<file path="config.mk">
export PLATFORM = sky130hd
export DESIGN_NAME = button_click_event_detector_core_flat
export DESIGN_NICKNAME = d
export VERILOG_FILES = /design/src/hw/rtl/bcd_pkg.sv /design/src/hw/rtl/bcd_if.sv /design/src/hw/rtl/bcd_cfg_regs.sv /design/src/hw/rtl/bcd_fsm.sv /design/src/hw/rtl/bcd_out_buf.sv /design/src/hw/rtl/button_click_event_detector_core.sv /design/src/flat_wrapper.sv
export SDC_FILE = /design/constraint.sdc
export NUM_CORES = 1
export LEC_CHECK = 0
export ABC_AREA = 1
export BUFFER_PORTS_ARGS = -buffer_cell sky130_fd_sc_hd__buf_2
export CAP_MARGIN = 10
export CORE_MARGIN = 8
export CORE_UTILIZATION = 30
export CTS_CLUSTER_SIZE = 24
export DETAILED_ROUTE_END_ITERATION = 6
export GPL_TIMING_DRIVEN = 1
export HOLD_SLACK_MARGIN = 0.05
export PLACE_DENSITY = 0.56
export RECOVER_POWER = 50
export SLEW_MARGIN = 20
export SYNTH_ARGS = -nofsm -noshare
export SYNTH_HDL_FRONTEND = slang
export SYNTH_SLANG_ARGS = --single-unit
</file>
<file path="constraint.sdc">
create_clock -name clk -period 6 [get_ports clk]
set_input_delay 0 -clock clk [delete_from_list [all_inputs] [get_ports clk]]
set_output_delay 0 -clock clk [all_outputs]
set_load 0.05 [all_outputs]
</file>
<file path="src/hw/rtl/bcd_pkg.sv">
// ----------------------------------------------------------------------------
// bcd_pkg
// Types, constants and codes shared by the button click event detector.
// ----------------------------------------------------------------------------
package bcd_pkg;

    localparam int TIMER_BITS = 16;
    localparam int CFG_W      = 16;
    localparam int CMP_W      = (TIMER_BITS > CFG_W) ? TIMER_BITS : CFG_W;

    localparam logic [TIMER_BITS-1:0] TIMER_MAX = {TIMER_BITS{1'b1}};

    // register indexes
    localparam logic [1:0] REG_ACTIVE_LEVEL = 2'd0;
    localparam logic [1:0] REG_DEBOUNCE_MS  = 2'd1;
    localparam logic [1:0] REG_LONG_MS      = 2'd2;
    localparam logic [1:0] REG_CLICK_MS     = 2'd3;

    localparam logic             RST_ACTIVE_LEVEL = 1'b0;
    localparam logic [CFG_W-1:0] RST_DEBOUNCE_MS  = 16'd50;
    localparam logic [CFG_W-1:0] RST_LONG_MS      = 16'd1000;
    localparam logic [CFG_W-1:0] RST_CLICK_MS     = 16'd300;

    // state codes
    localparam logic [2:0] ST_IDLE     = 3'd0;
    localparam logic [2:0] ST_DEBOUNCE = 3'd1;
    localparam logic [2:0] ST_PRESSED  = 3'd2;
    localparam logic [2:0] ST_RELEASED = 3'd3;
    localparam logic [2:0] ST_DOUBLE   = 3'd4;
    localparam logic [2:0] ST_WAIT     = 3'd5;

    // event codes
    localparam logic [1:0] EV_NONE   = 2'd0;
    localparam logic [1:0] EV_CLICK  = 2'd1;
    localparam logic [1:0] EV_DOUBLE = 2'd2;
    localparam logic [1:0] EV_LONG   = 2'd3;

    typedef struct packed {
        logic             active_level;
        logic [CFG_W-1:0] debounce_ms;
        logic [CFG_W-1:0] long_press_ms;
        logic [CFG_W-1:0] click_ms;
    } bcd_cfg_t;

    typedef struct packed {
        logic [1:0] event_code;
        logic       debounced_pressed;
    } bcd_result_t;

    typedef struct packed {
        logic        push;
        bcd_result_t result;
    } bcd_push_t;

endpackage

</file>
<file path="src/hw/rtl/bcd_if.sv">
// ----------------------------------------------------------------------------
// bcd_in_if / bcd_out_if
// Valid/ready channels for tick items and result items.
// ----------------------------------------------------------------------------
interface bcd_in_if;
    logic valid;
    logic ready;
    logic raw_level;

    modport source (output valid, output raw_level, input ready);
    modport sink   (input valid, input raw_level, output ready);
endinterface

interface bcd_out_if;
    logic       valid;
    logic       ready;
    logic [1:0] event_code;
    logic       debounced_pressed;

    modport source (output valid, output event_code, output debounced_pressed, input ready);
    modport sink   (input valid, input event_code, input debounced_pressed, output ready);
endinterface

</file>
<file path="src/hw/rtl/bcd_cfg_regs.sv">
// ----------------------------------------------------------------------------
// bcd_cfg_regs
// Configuration register file written through the plain write port.
// ----------------------------------------------------------------------------
module bcd_cfg_regs
(
    input  logic                        clk,
    input  logic                        rst_n,
    input  logic                        cfg_we,
    input  logic [1:0]                  cfg_index,
    input  logic [bcd_pkg::CFG_W-1:0]   cfg_data,
    output bcd_pkg::bcd_cfg_t           cfg
);
    import bcd_pkg::*;

    bcd_cfg_t cfg_reg;

    always_ff @(posedge clk or negedge rst_n)
    begin
        if (!rst_n)
        begin
            cfg_reg.active_level  <= RST_ACTIVE_LEVEL;
            cfg_reg.debounce_ms   <= RST_DEBOUNCE_MS;
            cfg_reg.long_press_ms <= RST_LONG_MS;
            cfg_reg.click_ms      <= RST_CLICK_MS;
        end
        else if (cfg_we)
        begin
            case (cfg_index)
                REG_ACTIVE_LEVEL: cfg_reg.active_level  <= cfg_data[0];
                REG_DEBOUNCE_MS:  cfg_reg.debounce_ms   <= cfg_data;
                REG_LONG_MS:      cfg_reg.long_press_ms <= cfg_data;
                REG_CLICK_MS:     cfg_reg.click_ms      <= cfg_data;
                default:          cfg_reg <= cfg_reg;
            endcase
        end
    end

    assign cfg = cfg_reg;

endmodule

</file>
<file path="src/hw/rtl/bcd_fsm.sv">
// ----------------------------------------------------------------------------
// bcd_fsm
// Input register, debounce and click state machine with saturating timers.
// ----------------------------------------------------------------------------
module bcd_fsm
(
    input  logic               clk,
    input  logic               rst_n,
    input  bcd_pkg::bcd_cfg_t  cfg,
    input  logic               in_valid,
    input  logic               in_raw_level,
    output logic               in_ready,
    input  logic               res_space,
    output bcd_pkg::bcd_push_t res
);
    import bcd_pkg::*;

    logic                  s1_valid_reg, s1_valid_next;
    logic                  s1_level_reg;
    logic [2:0]            state_reg, state_next;
    logic [2:0]            succ_reg, succ_next;
    logic [2:0]            fail_reg, fail_next;
    logic [TIMER_BITS-1:0] deb_reg, deb_next;
    logic [TIMER_BITS-1:0] since_reg, since_next;
    logic                  pflag_reg, pflag_next;

    logic                  advance;
    logic                  pressed;
    logic [TIMER_BITS-1:0] deb_inc, since_inc;
    logic [1:0]            ev;

    assign advance  = s1_valid_reg && res_space;
    assign in_ready = !s1_valid_reg || advance;
    assign s1_valid_next = in_ready ? in_valid : s1_valid_reg;

    always_ff @(posedge clk or negedge rst_n)
    begin
        if (!rst_n)
        begin
            s1_valid_reg <= 1'b0;
        end
        else
        begin
            s1_valid_reg <= s1_valid_next;
        end
    end

    always_ff @(posedge clk)
    begin
        if (in_valid && in_ready)
        begin
            s1_level_reg <= in_raw_level;
        end
    end

    assign pressed   = (s1_level_reg == cfg.active_level);
    assign deb_inc   = (deb_reg == TIMER_MAX) ? deb_reg : deb_reg + 1'b1;
    assign since_inc = (since_reg == TIMER_MAX) ? since_reg : since_reg + 1'b1;

    always_comb
    begin
        state_next = state_reg;
        succ_next  = succ_reg;
        fail_next  = fail_reg;
        deb_next   = deb_inc;
        since_next = since_inc;
        pflag_next = pflag_reg;
        ev         = EV_NONE;
        case (state_reg)
            ST_DEBOUNCE:
            begin
                if (pressed == pflag_reg)
                begin
                    state_next = fail_reg;
                end
                else if (CMP_W'(deb_inc) >= CMP_W'(cfg.debounce_ms))
                begin
                    since_next = '0;
                    pflag_next = !pflag_reg;
                    state_next = succ_reg;
                end
            end
            ST_PRESSED:
            begin
                if (!pressed)
                begin
                    state_next = ST_DEBOUNCE;
                    succ_next  = ST_RELEASED;
                    fail_next  = ST_PRESSED;
                    deb_next   = '0;
                end
                else if (CMP_W'(since_inc) >= CMP_W'(cfg.long_press_ms))
                begin
                    ev         = EV_LONG;
                    state_next = ST_WAIT;
                end
            end
            ST_RELEASED:
            begin
                if (pressed)
                begin
                    state_next = ST_DEBOUNCE;
                    succ_next  = ST_DOUBLE;
                    fail_next  = ST_RELEASED;
                    deb_next   = '0;
                end
                else if (CMP_W'(since_inc) >= CMP_W'(cfg.click_ms))
                begin
                    ev         = EV_CLICK;
                    state_next = ST_IDLE;
                end
            end
            ST_DOUBLE:
            begin
                ev         = EV_DOUBLE;
                state_next = ST_WAIT;
            end
            ST_WAIT:
            begin
                if (!pressed)
                begin
                    state_next = ST_DEBOUNCE;
                    succ_next  = ST_IDLE;
                    fail_next  = ST_WAIT;
                    deb_next   = '0;
                end
            end
            default:
            begin
                // unused codes behave as idle
                if (pressed)
                begin
                    state_next = ST_DEBOUNCE;
                    succ_next  = ST_PRESSED;
                    fail_next  = ST_IDLE;
                    deb_next   = '0;
                end
                else
                begin
                    state_next = ST_IDLE;
                end
            end
        endcase
    end

    always_ff @(posedge clk or negedge rst_n)
    begin
        if (!rst_n)
        begin
            state_reg <= ST_IDLE;
            succ_reg  <= ST_IDLE;
            fail_reg  <= ST_IDLE;
            deb_reg   <= '0;
            since_reg <= '0;
            pflag_reg <= 1'b0;
        end
        else if (advance)
        begin
            state_reg <= state_next;
            succ_reg  <= succ_next;
            fail_reg  <= fail_next;
            deb_reg   <= deb_next;
            since_reg <= since_next;
            pflag_reg <= pflag_next;
        end
    end

    assign res.push                     = advance;
    assign res.result.event_code        = ev;
    assign res.result.debounced_pressed = pflag_next;

    // the debounced level only flips on leaving debounce
    a_pflag_from_debounce: assert property (@(posedge clk) disable iff (!rst_n)
        (pflag_reg != $past(pflag_reg)) |-> ($past(state_reg) == ST_DEBOUNCE))
        else $error("debounced level changed outside debounce");

    // long press and double click both lead to wait for release
    a_wait_after_event: assert property (@(posedge clk) disable iff (!rst_n)
        (advance && (ev == EV_LONG || ev == EV_DOUBLE)) |=> (state_reg == ST_WAIT))
        else $error("no wait for release after long press or double click");

    // a click always returns to idle
    a_idle_after_click: assert property (@(posedge clk) disable iff (!rst_n)
        (advance && ev == EV_CLICK) |=> (state_reg == ST_IDLE))
        else $error("click did not return to idle");

    // timers only move when an item is processed
    a_timers_hold: assert property (@(posedge clk) disable iff (!rst_n)
        !advance |=> ($stable(deb_reg) && $stable(since_reg) && $stable(state_reg)))
        else $error("state moved without an item");

endmodule

</file>
<file path="src/hw/rtl/bcd_out_buf.sv">
// ----------------------------------------------------------------------------
// bcd_out_buf
// Two-entry result buffer; space flag is registered so input ready does not
// depend on output ready.
// ----------------------------------------------------------------------------
module bcd_out_buf
(
    input  logic                 clk,
    input  logic                 rst_n,
    input  bcd_pkg::bcd_push_t   res,
    output logic                 res_space,
    output logic                 out_valid,
    input  logic                 out_ready,
    output bcd_pkg::bcd_result_t out_result
);
    import bcd_pkg::*;

    bcd_result_t mem_reg [2];
    logic [1:0]  count_reg, count_next;
    logic        head_reg, head_next;
    logic        pop;
    logic        wr_idx;

    assign out_valid  = (count_reg != 2'd0);
    assign pop        = out_valid && out_ready;
    assign res_space  = (count_reg != 2'd2);
    assign wr_idx     = head_reg ^ count_reg[0];
    assign out_result = mem_reg[head_reg];

    always_comb
    begin
        count_next = count_reg;
        head_next  = head_reg;
        case ({res.push, pop})
            2'b10:   count_next = count_reg + 2'd1;
            2'b01:
            begin
                count_next = count_reg - 2'd1;
                head_next  = !head_reg;
            end
            2'b11:   head_next = !head_reg;
            default: count_next = count_reg;
        endcase
    end

    always_ff @(posedge clk or negedge rst_n)
    begin
        if (!rst_n)
        begin
            count_reg <= 2'd0;
            head_reg  <= 1'b0;
        end
        else
        begin
            count_reg <= count_next;
            head_reg  <= head_next;
        end
    end

    always_ff @(posedge clk)
    begin
        if (res.push)
        begin
            mem_reg[wr_idx] <= res.result;
        end
    end

    a_no_overflow: assert property (@(posedge clk) disable iff (!rst_n)
        (count_reg == 2'd2) |-> !res.push)
        else $error("result pushed into a full buffer");

    a_count_range: assert property (@(posedge clk) disable iff (!rst_n)
        count_reg != 2'd3)
        else $error("result buffer count out of range");

    // a waiting result stays at the head until taken
    a_head_holds: assert property (@(posedge clk) disable iff (!rst_n)
        (out_valid && !out_ready) |=> $stable(head_reg))
        else $error("head moved while result stalled");

endmodule

</file>
<file path="src/hw/rtl/button_click_event_detector_core.sv">
// ----------------------------------------------------------------------------
// button_click_event_detector_core
// Debounced button event detector: click, double click and long press.
// ----------------------------------------------------------------------------
// channel  dir  payload                         role
// in_ch    in   raw_level                       one item per millisecond tick
// out_ch   out  event_code, debounced_pressed   one result item per tick item
// cfg      in   cfg_we, cfg_index, cfg_data     register writes, no read-back
//
// one item per cycle unless the result buffer is full; results are registered
// the state update per tick is one pass through the state machine logic
// reset clears state, timers and buffers; registers return to their defaults
// a two-entry result buffer keeps input ready free of output ready
// when the buffer is full the input register holds and input ready drops
// ----------------------------------------------------------------------------
module button_click_event_detector_core
(
    input  logic                      clk,
    input  logic                      rst_n,
    bcd_in_if.sink                    in_ch,
    bcd_out_if.source                 out_ch,
    input  logic                      cfg_we,
    input  logic [1:0]                cfg_index,
    input  logic [bcd_pkg::CFG_W-1:0] cfg_data
);
    import bcd_pkg::*;

    bcd_cfg_t    cfg;
    bcd_push_t   res;
    logic        res_space;
    bcd_result_t out_result;

    bcd_cfg_regs u_cfg
    (
        .clk       (clk),
        .rst_n     (rst_n),
        .cfg_we    (cfg_we),
        .cfg_index (cfg_index),
        .cfg_data  (cfg_data),
        .cfg       (cfg)
    );

    bcd_fsm u_fsm
    (
        .clk          (clk),
        .rst_n        (rst_n),
        .cfg          (cfg),
        .in_valid     (in_ch.valid),
        .in_raw_level (in_ch.raw_level),
        .in_ready     (in_ch.ready),
        .res_space    (res_space),
        .res          (res)
    );

    bcd_out_buf u_out
    (
        .clk        (clk),
        .rst_n      (rst_n),
        .res        (res),
        .res_space  (res_space),
        .out_valid  (out_ch.valid),
        .out_ready  (out_ch.ready),
        .out_result (out_result)
    );

    assign out_ch.event_code        = out_result.event_code;
    assign out_ch.debounced_pressed = out_result.debounced_pressed;

endmodule
</file>
<file path="src/flat_wrapper.sv">
// flat-port wrapper written by rule: the top's interface ports become plain ports
module button_click_event_detector_core_flat import bcd_pkg::*;
  (clk, rst_n, cfg_we, cfg_index, cfg_data, in_ch_valid, in_ch_raw_level, in_ch_ready, out_ch_valid, out_ch_event_code, out_ch_debounced_pressed, out_ch_ready);
  bcd_in_if in_ch_i ();
  bcd_out_if out_ch_i ();
  input  logic clk;
  input  logic rst_n;
  input  logic cfg_we;
  input  logic [1:0] cfg_index;
  input  logic [bcd_pkg::CFG_W-1:0] cfg_data;
  input wire logic [$bits(in_ch_i.valid)-1:0] in_ch_valid;
  input wire logic [$bits(in_ch_i.raw_level)-1:0] in_ch_raw_level;
  output wire logic [$bits(in_ch_i.ready)-1:0] in_ch_ready;
  output wire logic [$bits(out_ch_i.valid)-1:0] out_ch_valid;
  output wire logic [$bits(out_ch_i.event_code)-1:0] out_ch_event_code;
  output wire logic [$bits(out_ch_i.debounced_pressed)-1:0] out_ch_debounced_pressed;
  input wire logic [$bits(out_ch_i.ready)-1:0] out_ch_ready;
  assign in_ch_i.valid = in_ch_valid;
  assign in_ch_i.raw_level = in_ch_raw_level;
  assign in_ch_ready = in_ch_i.ready;
  assign out_ch_valid = out_ch_i.valid;
  assign out_ch_event_code = out_ch_i.event_code;
  assign out_ch_debounced_pressed = out_ch_i.debounced_pressed;
  assign out_ch_i.ready = out_ch_ready;
  button_click_event_detector_core u_core (.clk(clk), .rst_n(rst_n), .in_ch(in_ch_i), .out_ch(out_ch_i), .cfg_we(cfg_we), .cfg_index(cfg_index), .cfg_data(cfg_data));
endmodule
</file>
# Word-level counts from Yosys, hierarchy flattened
# Memory sizes are Yosys's and may differ from the RTL's.
# Index checks and enable logic that the tools add are counted.
[classes]
magnitude_cmp = 3
n_bitwise = 2
add_sub_neg = 4
mux = 38
n_eq_ne = 22
reduce_logical = 20
[ops]
columns = ["op", "n"]
rows = [
  ["$mux 16", 7],
  ["$ge 16x16->1", 3],
  ["$mux 3", 15],
  ["$add 16x1->16 const B", 2],
  ["$eq 16x16->1 const B", 2],
  ["$pmux 16 s2", 1],
  ["$pmux 3 s4", 2],
  ["$pmux 3 s5", 1],
  ["$ne 3x3->1 const B", 3],
  ["$eq 2x2->1 const B", 4],
  ["$mux 1", 8],
  ["$ne 2x2->1 const B", 4],
  ["$reduce_and 2->1", 4],
  ["$eq 3x2->1 const B", 2],
  ["$eq 3x3->1 const B", 2],
  ["$pmux 2 s3", 1],
  ["$reduce_and 6->1", 1],
  ["$reduce_or 2->1", 3],
  ["$reduce_and 5->1", 1],
  ["$eq 2x1->1 const B", 2],
  ["$mux 2", 2],
  ["$pmux 2 s2", 1],
  ["$reduce_bool 2->1", 2],
  ["$eq 3x1->1 const B", 1],
  ["other kinds (10)", 15],
]
[totals]
memories = 1
regBits = 96
wordCells = 104
ram_bits = 6
inputBits = 24
[mem_list]
columns = ["memory", "depth", "word_bits", "rd", "rd_ports_with_merged_regs", "wr", "line", "text"]
rows = [
  ["u_core.u_out.mem_reg", 2, 3, 1, 0, 1, "bcd_out_buf.sv:18", "bcd_result_t mem_reg [2];"],
]

# Longest topological paths before layout
[depth]
ltp_word = 6
ltp_mapped = 21

# Cells and area by module
# Synthesis repeated with hierarchy kept, for this count alone.
[hier_totals]
hier_cells = 868
hier_area_um2 = 6696.4
[by_module_without_submodules]
columns = ["mod", "cells_each", "area_per_inst_um2", "instances"]
rows = [
  ["bcd_fsm", 605, 4112.7, 1],
  ["bcd_cfg_regs", 222, 2165.8, 1],
  ["bcd_out_buf", 41, 417.9, 1],
]

# Worst setup path after synthesis
# OpenSTA, ideal clock, no wires.
[synth_path]
path_kind = "reg-to-reg"
start = "register u_core.u_fsm.deb_reg[0]"
end = "register u_core.u_fsm.since_reg[12]"
setup_slack_ps = 3345
required_time_ps = 5865
path_buffers = 1
setup_time_ps = 135
path_stages_with_launch = 18
arrival_time_ps = 2520
cell_sequence = "dfrtp_1 -> ha_1 -> nand3_2 -> nor2_1 -> nand2_2 -> nor2_2 -> nand4_2 -> nor3_2 -> nor2_2 -> ha_1 -> nand2_1 -> nor3_1 -> nand2_1 -> nand3_1 -> nand3_2 -> buf_2 -> nand3_1 -> o21ai_0"
[synth_via]
elab_chain_len = 6
word_cells_on_any_way = 7
classes_between = "add/sub (1); order compare (1); eq/ne (1); mux (4)"
[synth_rtl]
columns = ["item", "line", "text"]
rows = [
  ["start: declaration", "bcd_fsm.sv:23", "logic [TIMER_BITS-1:0] deb_reg, deb_next;"],
  ["start signal: assignment", "bcd_fsm.sv:162", "deb_reg <= deb_next;"],
  ["$add 16x1->16 / $eq 16x16->1 (equally long branches)", "bcd_fsm.sv:57", "assign deb_inc = (deb_reg == TIMER_MAX) ? deb_reg : deb_reg + 1'b1;"],
  ["$mux 16 (*)", "bcd_fsm.sv:57", ""],
  ["$ge 16x16->1 (*)", "bcd_fsm.sv:76", "else if (CMP_W'(deb_inc) >= CMP_W'(cfg.debounce_ms))"],
  ["$mux 16 (*)", "bcd_fsm.sv:76", ""],
  ["$mux 16 (*)", "bcd_fsm.sv:72", "if (pressed == pflag_reg)"],
  ["$mux 16 (*)", "bcd_fsm.sv:69", "case (state_reg)"],
  ["end signal: assignment", "bcd_fsm.sv:163", "since_reg <= since_next;"],
  ["end: declaration", "bcd_fsm.sv:24", "logic [TIMER_BITS-1:0] since_reg, since_next;"],
]
# Mark *: on every way between the ends. The rest lies on a longest branch, timed or not.
# A chain may end at the register's enable or synchronous reset.

# Worst setup path in the final report
[layout_path]
start = "register u_core.u_fsm.deb_reg[0]"
end = "register u_core.u_fsm.since_reg[15]"
# The elaborated chain is that of the path after synthesis.

==> results.md <==
- Outcome: complete, but fails checks
- Violated checks: capacitance limit, slew limit
- Number of flops mapped to enable cells by yosys: 7
- Remaining DRCs: 0
- Synth Area in Compound Gates: 0.1209
- Post-layout net count: 941
- Mean Syn Cell Area: 7.806 µm²
- Area Growth Syn to Fin: 14.40%
- Worst hold slack: 0.3607 ns
- Final wirelength: 14.95 mm
- Skew final: 0.008163 ns
- Cell internal pwr: 1.439 mW
- Largest net degree at the start of global routing: 66
- First-pass GRT wire length: 25.90 mm
- Clock Latency Late Sink: 0.35 ns
- DR vias: 5116
- N_diodes: 0
- I/O Buffers: 28
- Main combinational cell family by area after synthesis: simple AND/OR/NAND/NOR gates
- RSZ-0062 raised after global routing: no
- Die Ht: 161.8 µm
- Crit start category: flip-flop
- Power Dens Cells: 329.7 mW/mm²
- Vias in the first global route: 5098
- Register area share after synthesis: 0.4083
- Logic gate share of total power: 0.373
- Clock Sinks: 102
- Cell variety after synth: 46
- Req. time, crit path: 6.23 ns
- Synth Cell Area: 0.006377 mm²
- CP Capture Type: flip-flop
- Crit Path Class: reg -> reg
- Max-slew violation count: 32
- Peak VDD IR: 0.1498 mV
- Dpl ws: 2.848 ns
- CTS buffer count: 9
- I/O pin count: 29
- Fin crit period: 3.173 ns
- Xor/xnor share of the synthesized area: 0.02452
- Routability congestion estimate: 0.8103
- Worst Max-Slew Pin Slew: 1.753 ns
- Total negative slack: 0 ns
- H-tree depth: 3
- Net Sw Power: 0.9668 mW
- CTS root buffer: clkbuf_16
- Final cell count without fillers: 1146
- Total grt overflow: 0
- Arrival time at the worst endpoint: 3.40 ns
- Initial antenna violation count: 0
- Clk buf depth: 2
- Primary FF master, synth: dfrtp_1
- Postcts setup bufs: 0
- Drt initial violations: 344
- First drt pass iteration count: 5
- Placed cell count: 1107
- Share of cells above drive strength 1: 0.1114
- Core area: 0.02096 mm²
- Post-synth ARST share: 0.9314
- Dpl cell area: 0.006810 mm²
- Hold-fix buffers, CTS: 23
- Max reg flops: 49
- Fill count: 2241
- Mux share of post-synthesis cell area: 0.001766
- Ys Warns: 0
- Adder-cell share of the synthesized area: 0.1001
- Final period utilization: 0.5289
- Max_cap viols: 1
- Slowest stage delay, CP: 0.42 ns
- Critical Path Fanout Max: 16
- Starting density of the core: 0.3043
- Simple-gate share of the synthesized area: 0.2474
- Sw frac: 0.4019
- Post-CTS resize count: 0
- Antenna Nets Post-Route: 0
- Setup WS post-layout: 2.827 ns
- Die area: 0.02618 mm²
- DP HPWL: 11.28 mm
- Crit-path slowest cell: dfrtp_1
- Final design utilization: 0.3482
- Gr usage total: 0.1214
- Clock transition at path regs: 0.07 ns
- CTS tree: built
- Tightest Hold Check Type: in -> reg
- Final hold viol count: 0
- Clock Power Share: 0.233
- Row Count: 53
- Total power: 2.406 mW
- Maximum clock frequency: 315.1 MHz
- Post-route cell area: 0.007296 mm²
- Max-Slew Margin vs Limit: -0.1690
- Commonest non-fill, non-tap cell in the layout: nand2_1
- DR vias/cell: 4.464
- Sequential power share: 0.393
- FF+latch count, synth: 102
- Chip width: 161.8 µm
- Setup violations, final: 0
- Leak: 3.691 nW
- Syn Inst Count: 817
- Wirelength per Cell: 13.04 µm
- Cell Chain, Critical Path: ha_1, nand3_2, nor2_1, nand2_2, nor2_2, nand4_2, o21ai_1, inv_1, ha_1, nand2_1, nor3_1, nand2_1, nand3_1, nand3_2, nand3_1, o21ai_1
- Most frequent cells in the layout: nand2_1, inv_1, dfrtp_1, o21ai_0, ha_1
- Syn nets: 892
==> cells by family (layout without fill, tap and decap cells) <==
group | count (synthesis) | in the layout
flops | 102 | 102
simple gates | 344 | 344
fa+ha+maj | 51 | 51
xor+xnor | 17 | 17
compound gates | 144 | 144
mux | 1 | 1
buf+inv | 158 | 212
==> critical path: cells and delay by family (launching register included) <==
| family | cells | cell delay [ns] |
|---|---|---|
| simple gates | 11 | 1.72 |
| fa+ha+maj | 2 | 0.51 |
| flops | 1 | 0.42 |
| compound gates | 2 | 0.31 |
| buf+inv | 1 | 0.08 |
==> synthesized netlist by cell type, types with 2 or more instances <==
| cell type | n | share of area |
|---|---|---|
| nand2_1 | 212 | 0.12 |
| inv_1 | 129 | 0.076 |
| dfrtp_1 | 82 | 0.32 |
| o21ai_0 | 69 | 0.054 |
| ha_1 | 51 | 0.10 |
| nand3_1 | 39 | 0.031 |
| nor2_1 | 36 | 0.021 |
| o21ai_1 | 32 | 0.025 |
| a21oi_1 | 28 | 0.022 |
| clkbuf_1 | 13 | 0.0077 |
| dfstp_2 | 13 | 0.054 |
| xor2_1 | 13 | 0.018 |
| nand4_1 | 12 | 0.012 |
| nor3_1 | 11 | 0.0086 |
| inv_2 | 8 | 0.0047 |
| nand2_2 | 8 | 0.0078 |
| edfxtp_1 | 7 | 0.033 |
| nor2_2 | 5 | 0.0049 |
| nand3_2 | 4 | 0.0063 |
| nor2_4 | 4 | 0.0071 |
| o21a_1 | 4 | 0.0047 |
| buf_6 | 3 | 0.0053 |
| nor3_2 | 3 | 0.0047 |
| o21ai_2 | 3 | 0.0041 |
| xnor2_1 | 3 | 0.0041 |
| a21oi_2 | 2 | 0.0027 |
| a22o_1 | 2 | 0.0027 |
| clkinv_1 | 2 | 0.0012 |
| nor3_4 | 2 | 0.0051 |
==> metal layers <==
metal,vias to the layer above,track usage,part of all wire
li1,2720,-,-
met1,2334,0.1720,0.53
met2,53,0.1870,0.44
met3,9,0.02126,0.023
met4,0,0.03157,0.010
met5,-,0,0
==> path summary, 6_finish.rpt <==
path	start	end	slack, ns	cells past startpoint
max reg2reg	u_core.u_fsm.deb_reg[0]	u_core.u_fsm.since_reg[15]	2.83	16
min	in_ch_raw_level	u_core.u_fsm.s1_level_reg	0.36	2
min in group asynchronous	rst_n	u_core.u_fsm.deb_reg[10]	0.65	2
max	u_core.u_fsm.deb_reg[0]	u_core.u_fsm.since_reg[15]	2.83	16
min reg2reg	u_core.u_cfg.cfg[4]	u_core.u_cfg.cfg[4]	0.49	2
max in group asynchronous	rst_n	u_core.u_fsm.since_reg[1]	3.71	3
==> power groups by stage <==
stage	Combinational (mW)	Sequential, mW	Clock (mW)
floorplan	0.709	0.932	0
global placement	0.903	0.954	0
detailed placement	0.907	0.957	0
CTS	0.921	0.946	0.583
global route	1.04	0.969	0.608
finish	0.898	0.946	0.561
==> final cells by class <==
cell class,instances,area [µm²],share of cell area
clock buffers,12,246.5,0.03378
clock inverters,4,32.53,0.004459
inverters,140,528.0,0.07237
multi-input cells,557,3154,0.4323
flip-flops and latches,102,2604,0.3569
well taps,275,344.1,0.04716
repair buffers,56,386.6,0.05299
(Power assumes the default switching activity.)
